==> src/rtl/core/bgd_pkg.sv <==
// shared types, constants and multiplier tables for the bus gain ducker
`timescale 1ns / 1ps

package bgd_pkg;

	localparam int GAIN_FRAC_BITS = 10;
	localparam int GAIN_W         = 12;
	localparam int MULT_W         = 16;

	localparam int MUL_A_W = 12;
	localparam int MUL_B_W = 17;
	localparam int MUL_P_W = MUL_A_W + MUL_B_W;

	localparam int DIV_N_W = 26;
	localparam int DIV_D_W = 13;
	localparam int DIV_Q_W = 16;

	localparam logic [GAIN_W-1:0] GAIN_ONE = GAIN_W'(1 << GAIN_FRAC_BITS);
	localparam logic [GAIN_W-1:0] GAIN_MAX = GAIN_W'(2 << GAIN_FRAC_BITS);
	localparam logic [10:0]       CTRL_MAX = 11'(1 << GAIN_FRAC_BITS);

	localparam logic [MULT_W-1:0] MULT_ONE = 16'd32768;
	localparam logic [MULT_W-1:0] CMB_COEF = 16'd4915;
	localparam logic [MULT_W-1:0] INT_COEF = 16'd3277;

	localparam logic [8:0] HOLD_RESTART = 9'd400;

	localparam logic [1:0]  MODE_RESET   = 2'd3;
	localparam logic [59:0] BUS_RESET    = 60'd1126037350260736;
	localparam logic [15:0] DEPTH_RESET  = 16'd22938;
	localparam logic [10:0] ATTACK_RESET = 11'd80;
	localparam logic [12:0] RELEASE_RESET = 13'd350;

	localparam logic [2:0] BUS_SFX   = 3'd0;
	localparam logic [2:0] BUS_UI    = 3'd1;
	localparam logic [2:0] BUS_VOICE = 3'd2;
	localparam logic [2:0] BUS_MUSIC = 3'd3;
	localparam logic [2:0] BUS_AMB   = 3'd4;

	localparam logic [1:0] GP_COMBAT = 2'd1;
	localparam logic [1:0] GP_PAUSED = 2'd2;
	localparam logic [1:0] LOC_WATER = 2'd1;
	localparam logic [1:0] LOC_INDOOR = 2'd2;

	typedef enum logic [1:0] {
		CMD_FRAME,
		CMD_SRC,
		CMD_MUSIC,
		CMD_NONE
	} cmd_t;

	typedef enum logic [2:0] {
		REG_MODE,
		REG_BUS_GAINS,
		REG_DUCK_DEPTH,
		REG_ATTACK,
		REG_RELEASE,
		REG_MIX_STATES,
		REG_INTENSITY,
		REG_COMBAT
	} reg_idx_t;

	typedef enum logic [3:0] {
		ST_IDLE,
		ST_FRAME,
		ST_FMUL,
		ST_FDIV,
		ST_SRC,
		ST_RTPC,
		ST_GP,
		ST_LOC,
		ST_RTM,
		ST_DUCK,
		ST_OUT
	} state_t;

	typedef struct packed {
		logic               start;
		logic [MUL_A_W-1:0] a;
		logic [MUL_B_W-1:0] b;
	} mul_req_t;

	typedef struct packed {
		logic               start;
		logic [DIV_N_W-1:0] dividend;
		logic [DIV_D_W-1:0] divisor;
	} div_req_t;

	function automatic logic [MULT_W-1:0] gameplay_mult(logic [1:0] code, logic [2:0] bus);
		logic [MULT_W-1:0] m;
		m = MULT_ONE;
		case (code)
			GP_COMBAT: begin
				case (bus)
					BUS_SFX:   m = 16'd36045;
					BUS_MUSIC: m = 16'd31130;
					default:   m = MULT_ONE;
				endcase
			end
			GP_PAUSED: m = '0;
			default:   m = MULT_ONE;
		endcase
		return m;
	endfunction

	function automatic logic [MULT_W-1:0] location_mult(logic [1:0] code, logic [2:0] bus);
		logic [MULT_W-1:0] m;
		m = MULT_ONE;
		case (code)
			LOC_WATER: begin
				case (bus)
					BUS_SFX:   m = 16'd21299;
					BUS_UI:    m = 16'd29491;
					BUS_VOICE: m = 16'd29491;
					BUS_MUSIC: m = 16'd22938;
					BUS_AMB:   m = 16'd16384;
					default:   m = MULT_ONE;
				endcase
			end
			LOC_INDOOR: begin
				case (bus)
					BUS_SFX: m = 16'd31130;
					BUS_AMB: m = 16'd34406;
					default: m = MULT_ONE;
				endcase
			end
			default: m = MULT_ONE;
		endcase
		return m;
	endfunction

endpackage

==> src/rtl/core/bgd_mul.sv <==
// bit-serial shift-add multiplier, one multiplier bit per cycle
`timescale 1ns / 1ps

module bgd_mul (
	input  logic                          clk,
	input  logic                          arst_n,
	input  bgd_pkg::mul_req_t             req,
	output logic                          done,
	output logic [bgd_pkg::MUL_P_W-1:0]   product
);

	localparam int CW = $clog2(bgd_pkg::MUL_B_W + 1);
	localparam int AW = bgd_pkg::MUL_A_W;
	localparam int BW = bgd_pkg::MUL_B_W;

	logic [bgd_pkg::MUL_P_W-1:0] acc_q;
	logic [AW-1:0]               a_q;
	logic [CW-1:0]               cnt_q;
	logic                        busy_q;
	logic                        done_q;
	logic [AW:0]                 sum;

	assign sum = {1'b0, acc_q[bgd_pkg::MUL_P_W-1:BW]} + (acc_q[0] ? {1'b0, a_q} : '0);

	always_ff @(posedge clk or negedge arst_n) begin
		if (!arst_n) begin
			busy_q <= 1'b0;
			done_q <= 1'b0;
			cnt_q  <= '0;
		end else begin
			done_q <= 1'b0;
			if (req.start) begin
				busy_q <= 1'b1;
				cnt_q  <= CW'(BW);
			end else if (busy_q) begin
				cnt_q <= cnt_q - 1'b1;
				if (cnt_q == CW'(1)) begin
					busy_q <= 1'b0;
					done_q <= 1'b1;
				end
			end
		end
	end

	// product register doubles as the multiplier shift line
	always_ff @(posedge clk) begin
		if (req.start) begin
			acc_q <= {{AW{1'b0}}, req.b};
			a_q   <= req.a;
		end else if (busy_q) begin
			acc_q <= {sum, acc_q[BW-1:1]};
		end
	end

	assign done    = done_q;
	assign product = acc_q;

endmodule

==> src/rtl/core/bgd_div.sv <==
// restoring divider, one quotient bit per cycle
`timescale 1ns / 1ps

module bgd_div (
	input  logic                          clk,
	input  logic                          arst_n,
	input  bgd_pkg::div_req_t             req,
	output logic                          done,
	output logic [bgd_pkg::DIV_Q_W-1:0]   quotient
);

	localparam int NW = bgd_pkg::DIV_N_W;
	localparam int DW = bgd_pkg::DIV_D_W;
	localparam int CW = $clog2(NW + 1);

	logic [NW-1:0] quo_q;
	logic [DW-1:0] rem_q;
	logic [DW-1:0] div_q;
	logic [CW-1:0] cnt_q;
	logic          busy_q;
	logic          done_q;
	logic [DW:0]   trial;
	logic [DW:0]   diff;
	logic          fits;

	assign trial = {rem_q, quo_q[NW-1]};
	assign diff  = trial - {1'b0, div_q};
	assign fits  = trial >= {1'b0, div_q};

	always_ff @(posedge clk or negedge arst_n) begin
		if (!arst_n) begin
			busy_q <= 1'b0;
			done_q <= 1'b0;
			cnt_q  <= '0;
		end else begin
			done_q <= 1'b0;
			if (req.start) begin
				busy_q <= 1'b1;
				cnt_q  <= CW'(NW);
			end else if (busy_q) begin
				cnt_q <= cnt_q - 1'b1;
				if (cnt_q == CW'(1)) begin
					busy_q <= 1'b0;
					done_q <= 1'b1;
				end
			end
		end
	end

	always_ff @(posedge clk) begin
		if (req.start) begin
			quo_q <= req.dividend;
			rem_q <= '0;
			div_q <= req.divisor;
		end else if (busy_q) begin
			rem_q <= fits ? diff[DW-1:0] : trial[DW-1:0];
			quo_q <= {quo_q[NW-2:0], fits};
		end
	end

	assign done     = done_q;
	assign quotient = quo_q[bgd_pkg::DIV_Q_W-1:0];

endmodule

==> src/rtl/core/bus_gain_ducker.sv <==
// bus gain computer with voice-triggered ducking, top level
//
//  channel  dir  handshake          payload
//  s_*      in   s_tvalid/s_tready  tuser cmd, tdata elapsed_ms + bus
//  m_*      out  m_tvalid/m_tready  tdata gain + duck_level
//  cfg_*    in   cfg_wen            cfg_index, cfg_data
//
//  one item at a time; a serial multiplier and a serial divider set the latency
//  frame: a multiply then a divide, both skipped when the level settles
//  source gain: up to five multiplies, those by 1.0 skipped
//  disabled mixer or unused command: no multiply or divide
//  a finished result waits in the output register while the next item is taken
//  reset clears the duck level and voice hold and loads register defaults
`timescale 1ns / 1ps

module bus_gain_ducker (
	input  logic        clk,
	input  logic        arst_n,
	input  logic        s_tvalid,
	output logic        s_tready,
	input  logic [15:0] s_tdata,   // elapsed_ms[9:0], bus[12:10], zero fill
	input  logic [1:0]  s_tuser,   // cmd[1:0]
	output logic        m_tvalid,
	input  logic        m_tready,
	output logic [31:0] m_tdata,   // gain[10:0], duck_level[26:11], zero fill
	input  logic        cfg_wen,
	input  logic [2:0]  cfg_index,
	input  logic [59:0] cfg_data
);

	localparam int GW = bgd_pkg::GAIN_W;
	localparam int MW = bgd_pkg::MULT_W;

	// configuration
	logic [1:0]  mode_q;
	logic [59:0] bus_gains_q;
	logic [15:0] depth_q;
	logic [10:0] attack_q;
	logic [12:0] release_q;
	logic [3:0]  mix_q;
	logic [10:0] intensity_q;
	logic [10:0] combat_q;

	// state and item
	bgd_pkg::state_t state_q, state_d;
	bgd_pkg::cmd_t   cmd_q;
	logic [15:0]     duck_q;
	logic [8:0]      hold_q;
	logic [9:0]      elapsed_q;
	logic [2:0]      bus_q;
	logic [GW-1:0]   g_q;
	logic [MW-1:0]   rtpc_q;
	logic [15:0]     diff_q;
	logic [12:0]     tau_q;
	logic            up_q;
	logic            issued_q;

	// output register
	logic            m_valid_q;
	logic [10:0]     m_gain_q;
	logic [15:0]     m_duck_q;

	// serial units
	bgd_pkg::mul_req_t             mul_req;
	bgd_pkg::div_req_t             div_req;
	logic                          mul_done;
	logic                          div_done;
	logic [bgd_pkg::MUL_P_W-1:0]   mul_prod;
	logic [bgd_pkg::DIV_Q_W-1:0]   div_quo;

	bgd_mul u_mul (
		.clk     (clk),
		.arst_n  (arst_n),
		.req     (mul_req),
		.done    (mul_done),
		.product (mul_prod)
	);

	bgd_div u_div (
		.clk      (clk),
		.arst_n   (arst_n),
		.req      (div_req),
		.done     (div_done),
		.quotient (div_quo)
	);

	// frame terms
	logic [8:0]  hold_new;
	logic [15:0] fr_target;
	logic        fr_up;
	logic [12:0] fr_tau_raw;
	logic [12:0] fr_tau;
	logic        fr_reach;
	logic [15:0] fr_diff;

	always_comb begin
		hold_new   = ({1'b0, hold_q} > elapsed_q) ? hold_q - elapsed_q[8:0] : '0;
		fr_target  = (mode_q[1] && hold_new != '0) ? depth_q : '0;
		fr_up      = fr_target > duck_q;
		fr_tau_raw = fr_up ? {2'b0, attack_q} : release_q;
		fr_tau     = (fr_tau_raw == '0) ? 13'd1 : fr_tau_raw;
		fr_reach   = {3'b0, elapsed_q} >= fr_tau;
		fr_diff    = fr_up ? fr_target - duck_q : duck_q - fr_target;
	end

	// gain chain terms
	logic [2:0]    bus_eff;
	logic [GW-1:0] base_raw;
	logic [GW-1:0] base_gain;
	logic [10:0]   ctrl_raw;
	logic [10:0]   ctrl_c;
	logic [MW-1:0] rtpc_new;
	logic [MW-1:0] gp_m;
	logic [MW-1:0] loc_m;
	logic [15:0]   rnd15;
	logic [14:0]   rnd16;
	logic          duck_apply;
	logic [16:0]   duck_inv;
	logic [GW-1:0] g_out;

	always_comb begin
		bus_eff = (cmd_q == bgd_pkg::CMD_MUSIC) ? bgd_pkg::BUS_MUSIC : bus_q;
		case (bus_eff)
			bgd_pkg::BUS_SFX:   base_raw = bus_gains_q[11:0];
			bgd_pkg::BUS_UI:    base_raw = bus_gains_q[23:12];
			bgd_pkg::BUS_VOICE: base_raw = bus_gains_q[35:24];
			bgd_pkg::BUS_MUSIC: base_raw = bus_gains_q[47:36];
			bgd_pkg::BUS_AMB:   base_raw = bus_gains_q[59:48];
			default:            base_raw = bgd_pkg::GAIN_ONE;
		endcase
		base_gain = (base_raw > bgd_pkg::GAIN_MAX) ? bgd_pkg::GAIN_MAX : base_raw;

		ctrl_raw = (bus_q == bgd_pkg::BUS_SFX) ? combat_q : intensity_q;
		ctrl_c   = (ctrl_raw > bgd_pkg::CTRL_MAX) ? bgd_pkg::CTRL_MAX : ctrl_raw;
		rtpc_new = (bus_q == bgd_pkg::BUS_SFX)
			? bgd_pkg::MULT_ONE + {3'b0, mul_prod[22:bgd_pkg::GAIN_FRAC_BITS]}
			: bgd_pkg::MULT_ONE - {3'b0, mul_prod[22:bgd_pkg::GAIN_FRAC_BITS]};

		gp_m  = bgd_pkg::gameplay_mult(mix_q[1:0], bus_q);
		loc_m = bgd_pkg::location_mult(mix_q[3:2], bus_q);

		// round half up: ((p >> (k-1)) + 1) >> 1
		rnd15 = {1'b0, mul_prod[28:14]} + 16'd1;
		rnd16 = {1'b0, mul_prod[28:15]} + 15'd1;

		duck_apply = mode_q[1] && (duck_q != '0) &&
			(cmd_q == bgd_pkg::CMD_MUSIC ||
			 (bus_q != bgd_pkg::BUS_VOICE && bus_q != bgd_pkg::BUS_MUSIC));
		duck_inv = 17'h10000 - {1'b0, duck_q};

		g_out = (g_q > bgd_pkg::GAIN_ONE) ? bgd_pkg::GAIN_ONE : g_q;
	end

	// sequencer
	always_ff @(posedge clk or negedge arst_n) begin
		if (!arst_n) begin
			state_q <= bgd_pkg::ST_IDLE;
		end else begin
			state_q <= state_d;
		end
	end

	always_comb begin
		state_d          = state_q;
		mul_req.start    = 1'b0;
		mul_req.a        = g_q;
		mul_req.b        = {1'b0, rtpc_q};
		div_req.start    = 1'b0;
		div_req.dividend = mul_prod[bgd_pkg::DIV_N_W-1:0];
		div_req.divisor  = tau_q;
		unique case (state_q)
			bgd_pkg::ST_IDLE: begin
				if (s_tvalid) begin
					unique case (bgd_pkg::cmd_t'(s_tuser))
						bgd_pkg::CMD_FRAME: state_d = bgd_pkg::ST_FRAME;
						bgd_pkg::CMD_SRC,
						bgd_pkg::CMD_MUSIC: state_d = bgd_pkg::ST_SRC;
						default:            state_d = bgd_pkg::ST_OUT;
					endcase
				end
			end
			bgd_pkg::ST_FRAME: begin
				if (!mode_q[0] || fr_reach) begin
					state_d = bgd_pkg::ST_OUT;
				end else begin
					state_d = bgd_pkg::ST_FMUL;
				end
			end
			bgd_pkg::ST_FMUL: begin
				mul_req.a     = {2'b0, elapsed_q};
				mul_req.b     = {1'b0, diff_q};
				mul_req.start = !issued_q;
				if (mul_done) state_d = bgd_pkg::ST_FDIV;
			end
			bgd_pkg::ST_FDIV: begin
				div_req.start = !issued_q;
				if (div_done) state_d = bgd_pkg::ST_OUT;
			end
			bgd_pkg::ST_SRC: begin
				if (!mode_q[0]) begin
					state_d = bgd_pkg::ST_OUT;
				end else if (bus_eff > bgd_pkg::BUS_AMB) begin
					state_d = bgd_pkg::ST_DUCK;
				end else if (bus_eff == bgd_pkg::BUS_SFX || bus_eff == bgd_pkg::BUS_AMB) begin
					state_d = bgd_pkg::ST_RTPC;
				end else begin
					state_d = bgd_pkg::ST_GP;
				end
			end
			bgd_pkg::ST_RTPC: begin
				mul_req.a     = {1'b0, ctrl_c};
				mul_req.b     = (bus_q == bgd_pkg::BUS_SFX) ? {1'b0, bgd_pkg::CMB_COEF}
				                                           : {1'b0, bgd_pkg::INT_COEF};
				mul_req.start = !issued_q;
				if (mul_done) state_d = bgd_pkg::ST_GP;
			end
			bgd_pkg::ST_GP: begin
				mul_req.b = {1'b0, gp_m};
				if (gp_m == bgd_pkg::MULT_ONE) begin
					state_d = bgd_pkg::ST_LOC;
				end else begin
					mul_req.start = !issued_q;
					if (mul_done) state_d = bgd_pkg::ST_LOC;
				end
			end
			bgd_pkg::ST_LOC: begin
				mul_req.b = {1'b0, loc_m};
				if (loc_m == bgd_pkg::MULT_ONE) begin
					state_d = bgd_pkg::ST_RTM;
				end else begin
					mul_req.start = !issued_q;
					if (mul_done) state_d = bgd_pkg::ST_RTM;
				end
			end
			bgd_pkg::ST_RTM: begin
				if (rtpc_q == bgd_pkg::MULT_ONE) begin
					state_d = bgd_pkg::ST_DUCK;
				end else begin
					mul_req.start = !issued_q;
					if (mul_done) state_d = bgd_pkg::ST_DUCK;
				end
			end
			bgd_pkg::ST_DUCK: begin
				mul_req.b = duck_inv;
				if (!duck_apply) begin
					state_d = bgd_pkg::ST_OUT;
				end else begin
					mul_req.start = !issued_q;
					if (mul_done) state_d = bgd_pkg::ST_OUT;
				end
			end
			bgd_pkg::ST_OUT: begin
				if (!m_valid_q || m_tready) state_d = bgd_pkg::ST_IDLE;
			end
			default: state_d = bgd_pkg::ST_IDLE;
		endcase
	end

	// control registers
	always_ff @(posedge clk or negedge arst_n) begin
		if (!arst_n) begin
			mode_q      <= bgd_pkg::MODE_RESET;
			bus_gains_q <= bgd_pkg::BUS_RESET;
			depth_q     <= bgd_pkg::DEPTH_RESET;
			attack_q    <= bgd_pkg::ATTACK_RESET;
			release_q   <= bgd_pkg::RELEASE_RESET;
			mix_q       <= '0;
			intensity_q <= '0;
			combat_q    <= '0;
			duck_q      <= '0;
			hold_q      <= '0;
			issued_q    <= 1'b0;
			m_valid_q   <= 1'b0;
		end else begin
			if (cfg_wen) begin
				unique case (bgd_pkg::reg_idx_t'(cfg_index))
					bgd_pkg::REG_MODE:       mode_q      <= cfg_data[1:0];
					bgd_pkg::REG_BUS_GAINS:  bus_gains_q <= cfg_data;
					bgd_pkg::REG_DUCK_DEPTH: depth_q     <= cfg_data[15:0];
					bgd_pkg::REG_ATTACK:     attack_q    <= cfg_data[10:0];
					bgd_pkg::REG_RELEASE:    release_q   <= cfg_data[12:0];
					bgd_pkg::REG_MIX_STATES: mix_q       <= cfg_data[3:0];
					bgd_pkg::REG_INTENSITY:  intensity_q <= cfg_data[10:0];
					bgd_pkg::REG_COMBAT:     combat_q    <= cfg_data[10:0];
					default: ;
				endcase
			end

			if (mul_req.start || div_req.start) begin
				issued_q <= 1'b1;
			end else if (mul_done || div_done) begin
				issued_q <= 1'b0;
			end

			if (state_q == bgd_pkg::ST_FRAME) begin
				hold_q <= hold_new;
				if (!mode_q[0]) begin
					duck_q <= '0;
				end else if (fr_reach) begin
					duck_q <= fr_target;
				end
			end
			if (state_q == bgd_pkg::ST_FDIV && div_done) begin
				duck_q <= up_q ? duck_q + div_quo : duck_q - div_quo;
			end
			if (state_q == bgd_pkg::ST_SRC && mode_q[0] &&
			    cmd_q == bgd_pkg::CMD_SRC && bus_q == bgd_pkg::BUS_VOICE) begin
				hold_q <= bgd_pkg::HOLD_RESTART;
			end

			if (state_q == bgd_pkg::ST_OUT && (!m_valid_q || m_tready)) begin
				m_valid_q <= 1'b1;
			end else if (m_valid_q && m_tready) begin
				m_valid_q <= 1'b0;
			end
		end
	end

	// item payload and working registers
	always_ff @(posedge clk) begin
		if (s_tvalid && s_tready) begin
			cmd_q     <= bgd_pkg::cmd_t'(s_tuser);
			elapsed_q <= s_tdata[9:0];
			bus_q     <= s_tdata[12:10];
			g_q       <= '0;
		end
		if (state_q == bgd_pkg::ST_FRAME) begin
			diff_q <= fr_diff;
			tau_q  <= fr_tau;
			up_q   <= fr_up;
		end
		if (state_q == bgd_pkg::ST_SRC) begin
			bus_q  <= bus_eff;
			rtpc_q <= bgd_pkg::MULT_ONE;
			g_q    <= mode_q[0] ? base_gain : bgd_pkg::GAIN_ONE;
		end
		if (state_q == bgd_pkg::ST_RTPC && mul_done) rtpc_q <= rtpc_new;
		if (mul_done && (state_q == bgd_pkg::ST_GP || state_q == bgd_pkg::ST_LOC ||
		                 state_q == bgd_pkg::ST_RTM)) begin
			g_q <= rnd15[GW:1];
		end
		if (state_q == bgd_pkg::ST_DUCK && mul_done) g_q <= rnd16[GW:1];
		if (state_q == bgd_pkg::ST_OUT && (!m_valid_q || m_tready)) begin
			m_gain_q <= g_out[10:0];
			m_duck_q <= duck_q;
		end
	end

	assign s_tready = (state_q == bgd_pkg::ST_IDLE);
	assign m_tvalid = m_valid_q;
	assign m_tdata  = {5'b0, m_duck_q, m_gain_q};

endmodule

==> config.mk <==
export PLATFORM = sky130hd
export DESIGN_NAME = bus_gain_ducker
export DESIGN_NICKNAME = d
export VERILOG_FILES = /design/src/rtl/core/bgd_pkg.sv /design/src/rtl/core/bgd_mul.sv /design/src/rtl/core/bgd_div.sv /design/src/rtl/core/bus_gain_ducker.sv
export SDC_FILE = /design/constraint.sdc
export NUM_CORES = 1
export LEC_CHECK = 0
export ABC_CLOCK_PERIOD_IN_PS = 8900
export BUFFER_PORTS_ARGS = -buffer_cell sky130_fd_sc_hd__clkbuf_2
export CORE_ASPECT_RATIO = 1.1
export CORE_MARGIN = 2
export CORE_UTILIZATION = 35
export DETAILED_ROUTE_END_ITERATION = 10
export GPL_TIMING_DRIVEN = 0
export PLACE_DENSITY = 0.59
export SYNTH_ARGS = -nofsm -noshare
export SYNTH_HDL_FRONTEND = slang
export SYNTH_SLANG_ARGS = --single-unit
==> constraint.sdc <==
create_clock -name clk -period 8.9 [get_ports clk]
set_input_delay 0 -clock clk [delete_from_list [all_inputs] [get_ports clk]]
set_output_delay 0 -clock clk [all_outputs]
set_load 0.05 [all_outputs]
==> flow_metrics.tcl <==
set metrics [dict create \
    outcome "finished, final reports clean" \
    ant_nets 0 \
    routedLengthMet1_um 27100 \
    fmax_ghz 0.118 \
    async_flop_share_pct 47.3 \
    htree_levels 2 \
    synth_top_cell_by_area "edfxtp_1" \
    drive_gt1_share_pct 16.7 \
    cp_max_fo 10 \
    clock_path_buffers 3 \
    vias 16700 \
    synth.avg_cell_area_um2 10.3 \
    hold_viol 0 \
    cellPowerDensity_nw_per_um2 341 \
    min_path_type "input port to asynchronous set/reset pin" \
    reg2regPathDepth 34 \
    cp_slowest_cell "edfxtp_1" \
    coreArea_um2 58800 \
    synth_edf_count 168 \
    yosys-top-cells-count "nand2_1 (199), edfxtp_1 (168), dfrtp_1 (150)" \
    cts_tree "built" \
    rows 93 \
    gp_congestion 0.906 \
    finalSetupViolCount 0 \
    grt_pass1_wl_um 97900 \
    startpoint_type "register" \
    p_leak_nw 10.2 \
    r2r_start "elapsed_q[0]" \
    hpwl_um 48200 \
    cts_buffers 39 \
    slew_viol_final 0 \
    period_needed_ns 8.44 \
    ys_top_cells_by_area "edfxtp_1 (24%), dfrtp_1 (18%), mux2_2 (7.5%)" \
    finalInstanceArea_um2 24700 \
    ys_seq_area_share_pct 47.4 \
    final_nets 2478 \
    clock_skew_ns 0.0301 \
    grt-ovfl-total 0 \
    required_ns 9.30 \
    startpoint "elapsed_q[0]" \
    maxCapViolations 0 \
    synth-main-ff-cell "edfxtp_1" \
    finalPower_mw 8.42 \
    crit_end "duck_q[15]" \
    syn_area_um2 20900 \
    rr_endpoint "duck_q[15]" \
    die_y_um 260 \
    synth_most_common_cell "nand2_1" \
    slowest_delay_ns 0.43 \
    initial_core_util_pct 35.5 \
    port_buffers 109 \
    clkLatencyLatePin_ns 0.56 \
    grt_setup_unrepaired "false" \
    netlist_instances 2033 \
    die_width_um 237 \
    fin_crit_sh_pct 94.8 \
    clk_pin_slew_ns 0.06 \
    grt_usage_pct 20.5 \
    slew_headroom_pct 17.2 \
    wire_per_inst_um 20.7 \
    root_buffer "clkbuf_16" \
    ys_ff_latch 366 \
    wl_um 63600 \
    top_layer "met5" \
    drc 0 \
    grt_antenna_before_repair 1 \
    crit_path_end_kind "register" \
    tightest_slew_ns 1.24 \
    dpl_cell_area_um2 22500 \
    grt_max_degree 107 \
    via_per_inst 5.44 \
    dr.first_iter.drc_count 1390 \
    grt_pass1_vias 16700 \
    die_area_um2 61700 \
    cp_data_arrival_time_ns 8.84 \
    critPathKind "register to register" \
    hold_ws_ns 0.0108 \
    ios 120 \
    area_growth_pct 18.1 \
    yosysWarnings 0 \
    cts.sinks 366 \
    wl_met2_um 30200 \
    yosysUniqueCellTypes 84 \
    first_pass_iters 7 \
    routed-wl-met3_um 3950 \
    reg2reg_slack_ns 0.46 \
    ir_drop_mv 0.167 \
    synth_top_area_share_pct 24.1 \
]
## sequential cells by signal (all words and copies together), names as in the netlist, 11 cells and up
name           cells
m_duck_q          16
u_div.div_q       13
u_div.quo_q       26
u_div.rem_q       13
intensity_q       11
attack_q          11
g_q               12
release_q         13
u_mul.product     29
tau_q             13
bus_gains_q       60
combat_q          11
diff_q            16
m_gain_q          11
u_mul.a_q         12
depth_q           16
rtpc_q            16
duck_q            16
## layout make-up
class                           instances  area [um2]
Fill cell                            5593       34100
Multi-Input combinational cell       1442       10200
Sequential cell                       366        9900
Timing Repair Buffer                  202        1490
Clock buffer                           51        1070
Tap cell                              760         951
Inverter                              125         472
Buffer                                103         443
Clock inverter                         20         140
Antenna cell                            1        2.50
## critical path: cells and delay by family, from the launching register on
family          cells  cell delay, ns
compound gates     15            3.59
xor+xnor            1            0.28
fa+ha+maj           5            1.54
buf+inv             6            1.17
flops               1            0.43
mux                 1            0.40
simple gates        6            0.83
## metal layers
metal	up-vias	global-route usage, %
met5	-	0
met4	2	8.40
met3	109	3.10
met2	619	34.1
met1	8150	26.8
li1	7829	-
## per-stage QoR
| step | setup slack, ns | setup TNS (ns) | instances | utilization, % |
|---|---|---|---|---|
| 4_1_cts | 0.0694 | 0 | 3065 | 41.8 |
| 3_5_place_dp | -0.959 | -14.47 | 2909 | 38.2 |
| 6_report | 0.460 | 0 | 3070 | 42.0 |
| 5_1_grt | 0.0783 | 0 | 3069 | 42.0 |
| 3_3_place_gp | -0.893 | -13.54 | 2906 | 38.1 |
| 2_1_floorplan | 2.15 | 0 | 2037 | - |
## cells in the final DEF, fill, tap and decap left out, types with 13 or more instances in the layout
| master | netlist | layout |
|---|---|---|
| xnor2_1 | 75 | 75 |
| dfxtp_1 | 25 | 25 |
| xor2_1 | 28 | 28 |
| nor2_1 | 118 | 118 |
| and2_1 | 40 | 40 |
| ha_1 | 107 | 107 |
| nand3_1 | 46 | 46 |
| nor3_1 | 47 | 46 |
| dfrtp_1 | 150 | 150 |
| a221o_1 | 13 | 13 |
| mux2i_1 | 44 | 39 |
| clkbuf_16 | 0 | 40 |
| nand4_1 | 24 | 24 |
| edfxtp_1 | 168 | 168 |
| clkbuf_2 | 0 | 111 |
| clkbuf_1 | 88 | 92 |
| nor2b_1 | 15 | 15 |
| nand2_1 | 199 | 199 |
| dlygate4sd3_1 | 0 | 85 |
| a21oi_1 | 125 | 125 |
| nor4_1 | 16 | 14 |
| nand2b_1 | 26 | 25 |
| a22oi_1 | 19 | 19 |
| mux2_2 | 139 | 139 |
| and3_1 | 19 | 19 |
| o21ai_0 | 117 | 117 |
| a21o_1 | 21 | 21 |
| dfstp_2 | 23 | 23 |
| a31oi_1 | 19 | 17 |
| or3_1 | 20 | 20 |
| inv_1 | 124 | 123 |
## worst min-delay path by stage
stage	from	endpoint	slack (ns)	cells past startpoint
floorplan	arst_n	attack_q[0]	-0.30	0
global placement	s_tdata[1]	elapsed_q[1]	0.18	1
detailed placement	arst_n	release_q[5]	0.05	1
CTS	arst_n	hold_q[3]	0.03	2
global route	arst_n	hold_q[3]	0.07	2
finish	arst_n	release_q[9]	0.01	2
## power by group
group	internal (mW)	switching [mW]	total [mW]
Sequential	2.43	0.460	2.89
Combinational	1.51	2.44	3.95
Clock	0.882	0.692	1.57
## repair_timing
| action | in CTS | in global routing |
|---|---|---|
| resized for setup | 11 | 12 |
| setup buffers | 0 | 5 |
| hold buffers | 85 | 0 |
| pin swaps | 0 | 3 |
| endpoints found under the setup margin | 17 | 17 |
| endpoints found under the hold margin | 211 | 0 |
## cells by family after synthesis
group                    count (synthesis)  share of synthesized area [%]
buffers and inverters                  229                           4.38
XOR/XNOR                               103                           4.32
AND/OR/NAND/NOR                        601                           13.9
multiplexers                           183                           9.60
adder cells (fa/ha/maj)                113                           6.98
other                                    1                         0.0180
AO/OA/AOI/OAI                          437                           13.3
flip-flops                             366                           47.4
(Power assumes the default switching activity.)
